## src/rtl/padsr_pkg.sv

```systemverilog
`timescale 1ns / 1ps
package padsr_pkg;
    localparam int MaxVoices = 16;
    localparam int LevelFracBits = 23;
    localparam int IdBits = 16;
    localparam int RegBits = 24;
    localparam int QueueDepth = 2;

    typedef enum logic [1:0] {
        FUNC_NOTE_ON  = 2'd0,
        FUNC_NOTE_OFF = 2'd1,
        FUNC_OTHER    = 2'd2,
        FUNC_TICK     = 2'd3
    } t_func;

    typedef enum logic [1:0] {
        CFG_ATTACK  = 2'd0,
        CFG_DECAY   = 2'd1,
        CFG_SUSTAIN = 2'd2,
        CFG_RELEASE = 2'd3
    } t_cfg_idx;

    typedef enum logic [1:0] {
        ST_ATTACK  = 2'd0,
        ST_DECAY   = 2'd1,
        ST_SUSTAIN = 2'd2,
        ST_RELEASE = 2'd3
    } t_stage;

    typedef struct packed {
        logic [1:0]  func;
        logic [15:0] note_id;
        logic [7:0]  event_code;
        logic [31:0] event_value;
    } t_word;
endpackage

```

## src/rtl/padsr_front.sv

```systemverilog
`timescale 1ns / 1ps
module padsr_front
    import padsr_pkg::*;
(
    input  logic        i_clk,
    input  logic        i_rst_n,
    input  logic        i_valid,
    output logic        o_stall,
    input  t_word       i_word,
    output logic        o_valid,
    input  logic        i_stall,
    output t_word       o_word
);
    localparam int PtrBits = $clog2(QueueDepth);

    t_word                r_mem [QueueDepth];
    logic [PtrBits-1:0]   r_wp, r_rp;
    logic [PtrBits:0]     r_cnt;
    logic                 push, pop;

    assign o_stall = (r_cnt == (PtrBits+1)'(QueueDepth));
    assign o_valid = (r_cnt != '0);
    assign o_word  = r_mem[r_rp];
    assign push    = i_valid && !o_stall;
    assign pop     = o_valid && !i_stall;

    always_ff @(posedge i_clk) begin
        if (!i_rst_n) begin
            r_wp  <= '0;
            r_rp  <= '0;
            r_cnt <= '0;
        end else begin
            if (push) r_wp <= r_wp + 1'b1;
            if (pop) r_rp <= r_rp + 1'b1;
            r_cnt <= r_cnt + (PtrBits+1)'(push) - (PtrBits+1)'(pop);
        end
        if (push) r_mem[r_wp] <= i_word;
    end
endmodule

```

## src/rtl/padsr_back.sv

```systemverilog
`timescale 1ns / 1ps
module padsr_back
    import padsr_pkg::*;
#(
    parameter int MAX_VOICES = MaxVoices,
    parameter int LEVEL_FRAC_BITS = LevelFracBits,
    parameter int ID_BITS = IdBits
) (
    input  logic        i_clk,
    input  logic        i_rst_n,
    input  logic        i_cfg_we,
    input  logic [1:0]  i_cfg_idx,
    input  logic [RegBits-1:0] i_cfg_data,
    input  logic        i_valid,
    output logic        o_stall,
    input  t_word       i_word,
    output logic        o_valid,
    input  logic        i_stall,
    output logic        o_out_kind,
    output logic [1:0]  o_event_kind,
    output logic [7:0]  o_event_code_out,
    output logic [15:0] o_note_id_out,
    output logic [31:0] o_event_value_out,
    output logic [23:0] o_sample_level,
    output logic        o_table_full,
    output logic        o_last
);
    localparam int VB = $clog2(MAX_VOICES);
    localparam int CB = VB + 1;
    localparam int LB = LEVEL_FRAC_BITS + 2;
    localparam int SB = LB + CB;
    localparam logic [LB-1:0] One = LB'(1) << LEVEL_FRAC_BITS;

    typedef enum logic [6:0] {
        S_IDLE  = 7'b0000001,
        S_FIND  = 7'b0000010,
        S_SHIFT = 7'b0000100,
        S_MUL   = 7'b0001000,
        S_TICK  = 7'b0010000,
        S_PACK  = 7'b0100000,
        S_EMIT  = 7'b1000000
    } t_state;

    t_state r_state;
    t_word  r_w;
    logic [RegBits-1:0] r_att, r_dec, r_sus, r_rel;
    logic [ID_BITS-1:0] r_id [MAX_VOICES];
    t_stage             r_stg [MAX_VOICES];
    logic [LB-1:0]      r_lvl [MAX_VOICES];
    logic [LB-1:0]      r_rstep [MAX_VOICES];
    logic [MAX_VOICES-1:0] r_gone;
    logic [CB-1:0] r_cnt, r_i, r_wr, r_pos;
    logic          r_found;
    logic [SB-1:0] r_sum;
    logic [LB+RegBits-1:0] r_prod;
    logic          r_ovalid, r_tick_fin;
    logic [ID_BITS-1:0] id_in;
    logic [VB-1:0] ix, ixm1, wx, px;
    logic [LB-1:0] sus, lv, att_lv, dec_lim, nstep;
    logic          ld_out;

    assign id_in = ID_BITS'(i_word.note_id);
    assign ix    = r_i[VB-1:0];
    assign ixm1  = VB'(r_i - 1'b1);
    assign wx    = r_wr[VB-1:0];
    assign px    = r_pos[VB-1:0];
    assign sus   = (LB'(r_sus) > One) ? One : LB'(r_sus);
    assign lv    = r_lvl[ix];
    assign att_lv  = lv + LB'(r_att);
    assign dec_lim = sus + LB'(r_dec);
    assign nstep = (r_prod >> LEVEL_FRAC_BITS) == '0 ? LB'(1)
                 : LB'(r_prod >> LEVEL_FRAC_BITS);
    assign o_stall = (r_state != S_IDLE) || (r_ovalid && i_stall);
    assign o_valid = r_ovalid;
    assign ld_out = ((r_state == S_IDLE) && i_valid && !o_stall
                     && (t_func'(i_word.func) == FUNC_OTHER))
                 || ((r_state == S_TICK) && !(r_ovalid && i_stall)
                     && ((r_i == r_cnt)
                         || ((r_stg[ix] == ST_RELEASE) && (lv <= r_rstep[ix]))));

    always_ff @(posedge i_clk) begin
        if (!i_rst_n) begin
            r_state  <= S_IDLE;
            r_ovalid <= 1'b0;
            r_cnt    <= '0;
            r_att <= RegBits'(1) << 23;
            r_dec <= RegBits'(1) << 23;
            r_sus <= RegBits'(1) << 23;
            r_rel <= RegBits'(1) << 23;
        end else begin
            if (i_cfg_we) begin
                unique case (t_cfg_idx'(i_cfg_idx))
                    CFG_ATTACK:  r_att <= i_cfg_data;
                    CFG_DECAY:   r_dec <= i_cfg_data;
                    CFG_SUSTAIN: r_sus <= i_cfg_data;
                    CFG_RELEASE: r_rel <= i_cfg_data;
                    default: ;
                endcase
            end
            if (r_ovalid && !i_stall && !ld_out) r_ovalid <= 1'b0;
            unique case (r_state)
                S_IDLE: begin
                    if (i_valid && !o_stall) begin
                        r_w <= i_word;
                        r_i <= '0;
                        r_found <= 1'b0;
                        r_pos <= r_cnt;
                        if (t_func'(i_word.func) == FUNC_TICK) begin
                            r_sum <= '0;
                            r_wr <= '0;
                            r_gone <= '0;
                            r_state <= S_TICK;
                        end else if (t_func'(i_word.func) == FUNC_OTHER) begin
                            r_ovalid <= 1'b1;
                            o_out_kind <= 1'b0;
                            o_event_kind <= 2'd2;
                            o_event_code_out <= i_word.event_code;
                            o_note_id_out <= 16'(id_in);
                            o_event_value_out <= i_word.event_value;
                            o_sample_level <= '0;
                            o_table_full <= 1'b0;
                            o_last <= 1'b1;
                        end else begin
                            r_state <= S_FIND;
                        end
                    end
                end
                S_FIND: begin
                    if (r_i == r_cnt) begin
                        if (t_func'(r_w.func) == FUNC_NOTE_OFF) begin
                            r_ovalid <= 1'b1;
                            o_out_kind <= 1'b0;
                            o_event_kind <= 2'd1;
                            o_event_code_out <= '0;
                            o_note_id_out <= 16'(ID_BITS'(r_w.note_id));
                            o_event_value_out <= r_w.event_value;
                            o_sample_level <= '0;
                            o_table_full <= 1'b0;
                            o_last <= 1'b1;
                            r_state <= S_EMIT;
                        end else if (r_cnt == CB'(MAX_VOICES)) begin
                            r_ovalid <= 1'b1;
                            o_out_kind <= 1'b0;
                            o_event_kind <= 2'd0;
                            o_event_code_out <= '0;
                            o_note_id_out <= 16'(ID_BITS'(r_w.note_id));
                            o_event_value_out <= r_w.event_value;
                            o_sample_level <= '0;
                            o_table_full <= 1'b1;
                            o_last <= 1'b1;
                            r_state <= S_EMIT;
                        end else begin
                            r_i <= r_cnt;
                            r_cnt <= r_cnt + 1'b1;
                            r_state <= S_SHIFT;
                        end
                    end else if (r_id[ix] == ID_BITS'(r_w.note_id)) begin
                        r_pos <= r_i;
                        if (t_func'(r_w.func) == FUNC_NOTE_OFF) begin
                            r_prod <= (LB+RegBits)'(lv) * (LB+RegBits)'(r_rel);
                            r_state <= S_MUL;
                        end else begin
                            r_i <= r_i;
                            r_found <= 1'b1;
                            r_state <= S_SHIFT;
                        end
                    end else begin
                        if (r_id[ix] > ID_BITS'(r_w.note_id) && r_pos == r_cnt)
                            r_pos <= r_i;
                        r_i <= r_i + 1'b1;
                    end
                end
                S_SHIFT: begin
                    if (r_found || r_i == r_pos) begin
                        r_id[px] <= ID_BITS'(r_w.note_id);
                        r_stg[px] <= ST_ATTACK;
                        r_lvl[px] <= '0;
                        r_rstep[px] <= '0;
                        r_ovalid <= 1'b1;
                        o_out_kind <= 1'b0;
                        o_event_kind <= 2'd0;
                        o_event_code_out <= '0;
                        o_note_id_out <= 16'(ID_BITS'(r_w.note_id));
                        o_event_value_out <= r_w.event_value;
                        o_sample_level <= '0;
                        o_table_full <= 1'b0;
                        o_last <= 1'b1;
                        r_state <= S_EMIT;
                    end else begin
                        r_id[ix] <= r_id[ixm1];
                        r_stg[ix] <= r_stg[ixm1];
                        r_lvl[ix] <= r_lvl[ixm1];
                        r_rstep[ix] <= r_rstep[ixm1];
                        r_i <= r_i - 1'b1;
                    end
                end
                S_MUL: begin
                    r_stg[px] <= ST_RELEASE;
                    r_rstep[px] <= nstep;
                    r_state <= S_IDLE;
                end
                S_TICK: begin
                    if (!(r_ovalid && i_stall)) begin
                        if (r_i == r_cnt) begin
                            r_ovalid <= 1'b1;
                            o_out_kind <= 1'b1;
                            o_event_kind <= '0;
                            o_event_code_out <= '0;
                            o_note_id_out <= '0;
                            o_event_value_out <= '0;
                            o_sample_level <= (r_sum > SB'(One)) ? 24'(One) : 24'(r_sum);
                            o_table_full <= 1'b0;
                            o_last <= 1'b1;
                            r_i <= '0;
                            r_state <= S_PACK;
                        end else begin
                            r_i <= r_i + 1'b1;
                            unique case (r_stg[ix])
                                ST_ATTACK: begin
                                    if (att_lv >= One) begin
                                        r_lvl[ix] <= One;
                                        r_stg[ix] <= ST_DECAY;
                                        r_sum <= r_sum + SB'(One);
                                    end else begin
                                        r_lvl[ix] <= att_lv;
                                        r_sum <= r_sum + SB'(att_lv);
                                    end
                                end
                                ST_DECAY: begin
                                    if (lv <= dec_lim) begin
                                        r_lvl[ix] <= sus;
                                        r_stg[ix] <= ST_SUSTAIN;
                                        r_sum <= r_sum + SB'(sus);
                                    end else begin
                                        r_lvl[ix] <= lv - LB'(r_dec);
                                        r_sum <= r_sum + SB'(lv - LB'(r_dec));
                                    end
                                end
                                ST_SUSTAIN: begin
                                    r_lvl[ix] <= sus;
                                    r_sum <= r_sum + SB'(sus);
                                end
                                ST_RELEASE: begin
                                    if (lv <= r_rstep[ix]) begin
                                        r_lvl[ix] <= '0;
                                        r_gone[ix] <= 1'b1;
                                        r_ovalid <= 1'b1;
                                        o_out_kind <= 1'b0;
                                        o_event_kind <= 2'd1;
                                        o_event_code_out <= '0;
                                        o_note_id_out <= 16'(r_id[ix]);
                                        o_event_value_out <= '0;
                                        o_sample_level <= '0;
                                        o_table_full <= 1'b0;
                                        o_last <= 1'b0;
                                    end else begin
                                        r_lvl[ix] <= lv - r_rstep[ix];
                                        r_sum <= r_sum + SB'(lv - r_rstep[ix]);
                                    end
                                end
                                default: ;
                            endcase
                        end
                    end
                end
                S_PACK: begin
                    if (r_i == r_cnt) begin
                        r_cnt <= r_wr;
                        r_state <= S_EMIT;
                    end else begin
                        if (!r_gone[ix]) begin
                            r_id[wx] <= r_id[ix];
                            r_stg[wx] <= r_stg[ix];
                            r_lvl[wx] <= r_lvl[ix];
                            r_rstep[wx] <= r_rstep[ix];
                            r_wr <= r_wr + 1'b1;
                        end
                        r_i <= r_i + 1'b1;
                    end
                end
                S_EMIT: r_state <= S_IDLE;
                default: r_state <= S_IDLE;
            endcase
        end
    end
endmodule

```

## src/rtl/polyphonic_adsr_envelope_top.sv

```systemverilog
`timescale 1ns / 1ps
// Polyphonic linear ADSR envelope generator. Words enter a two-entry queue,
// then a sequencer walks the voice table one slot per cycle, pausing in a
// tick pass while a result waits at a stalled output. A tick runs an advance
// pass, then compaction; a note-on with a new id runs a search, then a shift
// to insert; any other note event runs a search; an other event goes straight
// to the output register. A waiting result also holds off new words.
module polyphonic_adsr_envelope_top
    import padsr_pkg::*;
#(
    parameter int MAX_VOICES = MaxVoices,
    parameter int LEVEL_FRAC_BITS = LevelFracBits,
    parameter int ID_BITS = IdBits
) (
    input  logic        i_clk,
    input  logic        i_rst_n,
    input  logic        i_cfg_we,
    input  logic [1:0]  i_cfg_idx,
    input  logic [23:0] i_cfg_data,
    input  logic        i_valid,
    output logic        o_stall,
    input  logic [1:0]  i_func,
    input  logic [15:0] i_note_id,
    input  logic [7:0]  i_event_code,
    input  logic [31:0] i_event_value,
    output logic        o_valid,
    input  logic        i_stall,
    output logic        o_out_kind,
    output logic [1:0]  o_event_kind,
    output logic [7:0]  o_event_code_out,
    output logic [15:0] o_note_id_out,
    output logic [31:0] o_event_value_out,
    output logic [23:0] o_sample_level,
    output logic        o_table_full,
    output logic        o_last
);
    t_word in_w, q_w;
    logic  q_valid, q_stall;

    assign in_w = '{func: i_func, note_id: i_note_id, event_code: i_event_code,
                    event_value: i_event_value};

    padsr_front u_front (
        .i_clk, .i_rst_n, .i_valid, .o_stall, .i_word(in_w),
        .o_valid(q_valid), .i_stall(q_stall), .o_word(q_w)
    );

    padsr_back #(
        .MAX_VOICES(MAX_VOICES), .LEVEL_FRAC_BITS(LEVEL_FRAC_BITS), .ID_BITS(ID_BITS)
    ) u_back (
        .i_clk, .i_rst_n, .i_cfg_we, .i_cfg_idx, .i_cfg_data,
        .i_valid(q_valid), .o_stall(q_stall), .i_word(q_w),
        .o_valid, .i_stall, .o_out_kind, .o_event_kind, .o_event_code_out,
        .o_note_id_out, .o_event_value_out, .o_sample_level, .o_table_full, .o_last
    );
endmodule

```

## config.mk

```make
export PLATFORM = sky130hd
export DESIGN_NAME = polyphonic_adsr_envelope_top
export DESIGN_NICKNAME = d
export VERILOG_FILES = /design/src/rtl/padsr_pkg.sv /design/src/rtl/padsr_front.sv /design/src/rtl/padsr_back.sv /design/src/rtl/polyphonic_adsr_envelope_top.sv
export SDC_FILE = /design/constraint.sdc
export NUM_CORES = 2
export LEC_CHECK = 0
export BUFFER_PORTS_ARGS = -buffer_cell sky130_fd_sc_hd__buf_2
export CAP_MARGIN = 20
export CELL_PAD_IN_SITES_DETAIL_PLACEMENT = 0
export CELL_PAD_IN_SITES_GLOBAL_PLACEMENT = 1
export CORE_MARGIN = 3
export CORE_UTILIZATION = 30
export DETAILED_ROUTE_END_ITERATION = 8
export GPL_TIMING_DRIVEN = 0
export HOLD_SLACK_MARGIN = 0.1
export PLACE_DENSITY = 0.57
export SYNTH_ARGS = -nofsm -noshare
export SYNTH_HDL_FRONTEND = slang
export SYNTH_SLANG_ARGS = --single-unit
```

## constraint.sdc

```tcl
create_clock -name i_clk -period 12.06 [get_ports i_clk]
set_clock_uncertainty 0.15 [all_clocks]
set_input_delay 3.618 -clock i_clk [delete_from_list [all_inputs] [get_ports i_clk]]
set_output_delay 3.618 -clock i_clk [all_outputs]
set_load 0.02 [all_outputs]
```

== Word level (Yosys, flattened, before mapping) ==
Memories as Yosys holds them, arrays and structs flattened. A register that Yosys moved wholly into a read port is not among the register bits.
Cells that the tools add are included.
Operators by class
  reduce and logical (&&, ||, !) cells: 55
  $mul: 1
  $add $sub $neg: 19
  $lt $le $gt $ge: 8
  mux-type cells: 271
  bitwise operators: 13
  equality and inequality tests: 51
Operators with widths (count)
  $mux 32: 11
  $mux 25: 13
  $mux 24: 13
  $mux 16: 19
  $mux 30: 7
  $pmux 32 s4: 1
  $pmux 30 s4: 1
  $mux 1: 116
  $mux 5: 21
  $reduce_or 25->1: 4
  $pmux 24 s4: 1
  $mux 8: 11
  $mux 7: 11
  $pmux 16 s4: 1
  $add 30x25->30: 2
  $add 30x30->30: 2
  $pmux 30 s2: 1
  $mux 4: 13
  $add 25x24->25: 2
  $le 25x25->1: 2
  $logic_not 49->1: 1
  $mul 25x24->49: 1
  $pmux 7 s5: 1
  $mux 2: 16
  other kinds (61): 147
Storage, ports and cells
  memories kept: 5
  logic and storage cells: 451
  output and inout port bits: 87
  bits of input ports: 89
  RAM bits: 1204
  bits in registers: 359
Memory list
  u_back.r_lvl: depth 16, width 25, rd ports 2, clocked after Yosys merged registers in 1, wr ports 1, RTL line padsr_back.sv:49  | logic [LB-1:0] r_lvl [MAX_VOICES];
  u_back.r_rstep: depth 16, width 25, rd ports 2, clocked after Yosys merged registers in 1, wr ports 1, RTL line padsr_back.sv:50  | logic [LB-1:0] r_rstep [MAX_VOICES];
  u_back.r_id: depth 16, width 16, rd ports 2, clocked after Yosys merged registers in 1, wr ports 1, RTL line padsr_back.sv:47  | logic [ID_BITS-1:0] r_id [MAX_VOICES];
  u_front.r_mem: depth 2, width 58, rd ports 1, clocked after Yosys merged registers in 1, wr ports 1, RTL line padsr_front.sv:16  | t_word r_mem [QueueDepth];
  u_back.r_stg: depth 16, width 2, rd ports 2, clocked after Yosys merged registers in 1, wr ports 1, RTL line padsr_back.sv:48  | t_stage r_stg [MAX_VOICES];

== Depth between registers and ports, before layout ==
  word-level depth: 19
  mapped depth: 34
  gate-level depth less buffers: 29

== Cells and area by module ==
A second synthesis with hierarchy kept.
Unflattened totals
  cell total of the unflattened synthesis: 7556
  area total of the unflattened synthesis: 99206.4 µm²
By module, submodules not included
  padsr_back: cells an instance 7349, area an instance 94692.1 µm², times used 1, seq. area each 41629.9 µm²
  padsr_front: cells an instance 207, area an instance 4514.3 µm², times used 1, seq. area each 3583.4 µm²

== Least setup slack after synthesis ==
OpenSTA, ideal clock, no wires.
  path kind: reg2reg
  start point: reg (tool-made name)
  end point: reg u_back.o_event_code_out[0] (enable)
  stages on the path, launching flop included: 21
  arrival time: 11342 ps
  period minus slack after synthesis: 12147 ps
  required time: 11255 ps
  setup slack: -87 ps
  path through: dfxtp_1 > buf_6 > buf_4 > buf_2 > buf_2 > buf_2 > buf_1 > mux4_2 > mux4_2 > inv_1 > ha_1 > a21o_1 > a21oi_1 > o21ai_0 > a221o_1 > or3_1 > a41oi_1 > or3_1 > a31oi_1 > nand2b_1 > a211oi_1
RTL lines
  to (signal assigned): RTL line padsr_back.sv:117  | o_event_code_out <= i_word.event_code;
  to (decl): RTL line padsr_back.sv:21  | output logic [7:0] o_event_code_out,

==> metrics.md <==
| Metric | Value |
|---|---|
| Final min period | `11.78 ns` |
| Die Y-Extent | `582.0 µm` |
| Distinct cells, synth | `86` |
| Top Ports | `176` |
| Critical path class | `reg2reg` |
| Hold Path Origin | `u_back.r_att[10]` |
| Synth area leaders | `edfxtp_1 43%, mux4_2 15%, fa_1 10%` |
| Int Pwr | `0.01459 W` |
| Switching share of power | `44.44%` |
| Post-Synth XOR/XNOR Area | `1.980%` |
| Worst Hold Endpoint | `u_back.r_att[10]` |
| Worst-margin pin slew | `1.232 ns` |
| Mapped cell area | `0.09954 mm²` |
| Synth top cells by count | `1427 x edfxtp_1, 975 x nand2_1, 682 x mux4_2` |
| Post-synthesis compound-gate area fraction | `7.562%` |
| Critical Path AT | `12.21 ns` |
| Clock latency on the worst-skew pair | `0.88 ns` |
| Initial antenna violation count | `24` |
| Final count of pins violating max slew | `0` |
| H-Tree Level Count | `4` |
| Register area share after synthesis | `45.42%` |
| Final HPWL DP | `298100 µm` |
| Flop pwr share | `24.0%` |
| Gr usage total | `21.94%` |
| CP startpoint kind | `flop` |
| EDFF count, synth | `1427` |
| Routability congestion estimate | `0.9476` |
| Endpoints failing hold | `0` |
| Rows | `210` |
| Mux share of post-synthesis cell area | `16.62%` |
| Final WL | `378800 µm` |
| Filler Cell Count | `31818` |
| Top cell type's share of synthesized area | `43.05%` |
| Worst reg2reg path depth | `28` |
| Lkg Pwr | `43.66 nW` |
| Wire per inst | `29.87 µm` |
| Power, Total | `0.02626 W` |
| WL met2 | `177200 µm` |
| Net count, final | `9216` |
| CTS clk-pin slew, worst paths | `0.06 ns` |
| Cell with the most instances after synthesis | `edfxtp_1` |
| Fraction of the mapped netlist area in adder cells | `15.63%` |
| Mapped Cells | `7622` |
| Vias in the first global route | `70263` |
| CTS max path bufs | `4` |
| Largest family of logic cells by synthesized area | `multiplexers` |
| Share of cells above drive strength 1 | `18.45%` |
| Vias per cell | `5.503` |
| Net Switching | `0.01167 W` |
| Hold slack | `0.3361 ns` |
| Crit path top cell by count | `fa_1` |
| Status | `complete, no violations` |
| Critical path capture point type | `flop` |
| Setup violators final | `0` |
| Largest net degree at the start of global routing | `59` |
| Area grow syn2layout | `15.79%` |
| Post-Synth Simple-Gate Area | `8.630%` |
| Average cell area after synthesis | `13.06 µm²` |
| DRT Pass-1 Iters | `9` |
| Max-Cap Viols | `0` |
| Slew margin rel. | `17.86%` |
| Initial Utilization | `30.28%` |
| Hold Crit Class | `reg2reg` |
| Critical Path RT | `12.49 ns` |
| Comb power frac | `54.9%` |
| Pwr Density | `227.9 mW/mm²` |
| Slowest-stage cell, CP | `buf_1` |
| CTS sink cnt | `1545` |
| I/O Buffers | `175` |
| Worst VDD drop | `0.0001695 V` |
| Syn Nets | `8648` |
| Clock network fraction of design power | `21.0%` |
| TritonCTS clock tree | `built` |
| Final global-route overflow total | `0` |
| Core box area | `0.3287 mm²` |
| Root buffer cell | `clkbuf_16` |
| Area leader, netlist | `edfxtp_1` |
| Tcrit/Tclk final | `97.68%` |
| Crit-path max cell delay | `0.83 ns` |
| Antenna Nets Post-Route | `0` |
| Hold depth | `2` |
| M1 wire length | `155700 µm` |
| Worst-path fanout max | `10` |
| Die ar. | `0.3387 mm²` |
| Number of CTS-inserted buffers | `176` |
| Initial drt markers | `8108` |
| Met3 wire len | `30860 µm` |
| #FFs+latches synth | `1545` |
| Die X | `582.0 µm` |
| R2R Path End | `u_back.r_prod[48]` |
| Reg2Reg Setup Slack | `0.28 ns` |
| Global-route wire length before repair | `533400 µm` |
| Ys flop type | `edfxtp_1` |
| Yosys warning count | `0` |
| F_max | `0.08489 GHz` |
| DRC viols | `0` |
| Vias | `69788` |
| Top Metal Used | `met5` |
| Async S/R FF share, synth | `0%` |
critical path: cells and delay by family, from the launching register on:
family	cells	cell delay, ns
buf+inv	8	3.17
simple gates	2	0.67
compound gates	8	2.24
xor+xnor	1	0.13
flops	1	0.30
mux	1	0.76
fa+ha+maj	8	4.01
worst max path at each step:
stage / from / cells past startpoint / endpoint / slack, ns
after global routing: flop / 29 / u_back.r_prod[48] / -0.0008
after floorplan: flop / 31 / u_back.r_prod[48] / 2.66
after global placement: flop / 19 / u_back.o_sample_level[2] / -4.20
final: flop / 28 / u_back.r_prod[48] / 0.28
after CTS: flop / 31 / u_back.r_prod[48] / 0.008
after detailed placement: flop / 32 / u_back.r_prod[48] / -0.71
flip-flops by register name, summed over array words and instances, names as in the netlist, 5 cells and up, named ones only:
signal                    flops
u_back.r_stg                 32
u_back.r_cnt                  5
u_back.r_rstep              400
u_back.r_i                    5
u_back.o_event_value_out     32
u_back.r_wr                   5
u_back.r_id                 256
u_back.r_sus                 24
u_back.r_w                   50
u_back.r_prod                26
u_back.o_sample_level        24
u_back.o_note_id_out         16
u_back.o_event_code_out       8
u_back.r_lvl                400
u_back.r_rel                 24
u_back.r_pos                  5
u_back.r_att                 24
u_back.r_gone                16
u_back.r_dec                 24
u_front.r_mem               116
u_back.r_state                7
u_back.r_sum                 30
cell type report:
class,count,area [µm²],area share (%)
multi-input combinational,4987,50550,43.86
sequential,1545,45210,39.23
tap,4346,5438,4.718
clock buffer,208,4659,4.043
timing repair buffer,392,4056,3.520
inverter,662,2485,2.156
buffer,426,1682,1.459
clock inverter,103,1141,0.9901
antenna,13,32.53,0.02823
routing by layer:
layer  vias up  track usage (%)
met5         -                0
met4         8            7.605
met3       607            4.245
met2      3304            35.53
met1     36599            29.34
li1      29270                -
cells by family (layout without fill, tap and decap cells):
| logic type | count (synthesis) | count (layout) |
|---|---|---|
| AO/OA/AOI/OAI | 1145 | 1145 |
| XOR/XNOR | 225 | 225 |
| adder cells (fa/ha/maj) | 937 | 937 |
| buffers and inverters | 1090 | 1791 |
| flip-flops | 1545 | 1545 |
| multiplexers | 793 | 793 |
| other | 0 | 13 |
| AND/OR/NAND/NOR | 1887 | 1887 |
power groups by stage:
| stage | combinational, W | sequential (W) | clock (W) |
|---|---|---|---|
| 3_3_place_gp | 0.0136 | 0.00646 | 0 |
| 3_5_place_dp | 0.0142 | 0.00643 | 0 |
| 2_1_floorplan | 0.00853 | 0.00643 | 0 |
| 6_report | 0.0144 | 0.00631 | 0.00553 |
| 5_1_grt | 0.0153 | 0.00633 | 0.00583 |
| 4_1_cts | 0.0143 | 0.00632 | 0.00562 |
metrics by stage:
step	instances	util, %	setup TNS (ns)	setup WS, ns	area [µm²]
2_1_floorplan	7622	-	0	2.664	99540
3_3_place_gp	12143	32.20	-452.71	-4.197	105900
3_5_place_dp	12341	33.20	-3.579	-0.7139	109100
4_1_cts	12651	34.97	0	0.007502	115000
5_1_grt	12673	35.06	-0.0007736	-0.0007736	115200
6_report	12682	35.06	0	0.2803	115300
what timing repair did:
item,4_1_cts,5_1_grt
pin swaps,0,0
gates resized for setup,9,16
hold buffers,0,0
setup buffers,0,0
endpoints found under the setup margin,16,2
cell usage in the layout, fill, tap and decap left out, drive strengths merged, types with 74 or more instances in the layout:
| cell | Yosys | final |
|---|---|---|
| o21ai | 262 | 262 |
| fa | 511 | 511 |
| ha | 426 | 426 |
| clkbuf | 307 | 516 |
| a21o | 119 | 119 |
| inv | 660 | 666 |
| xor2 | 84 | 84 |
| edfxtp | 1427 | 1427 |
| nand3 | 74 | 74 |
| mux4 | 682 | 682 |
| dfxtp | 118 | 118 |
| nand2 | 975 | 975 |
| and2 | 255 | 255 |
| a21boi | 103 | 103 |
| a21oi | 257 | 257 |
| xnor2 | 141 | 141 |
| buf | 121 | 508 |
| nor2 | 294 | 294 |
Power figures use the tool's default switching activity.
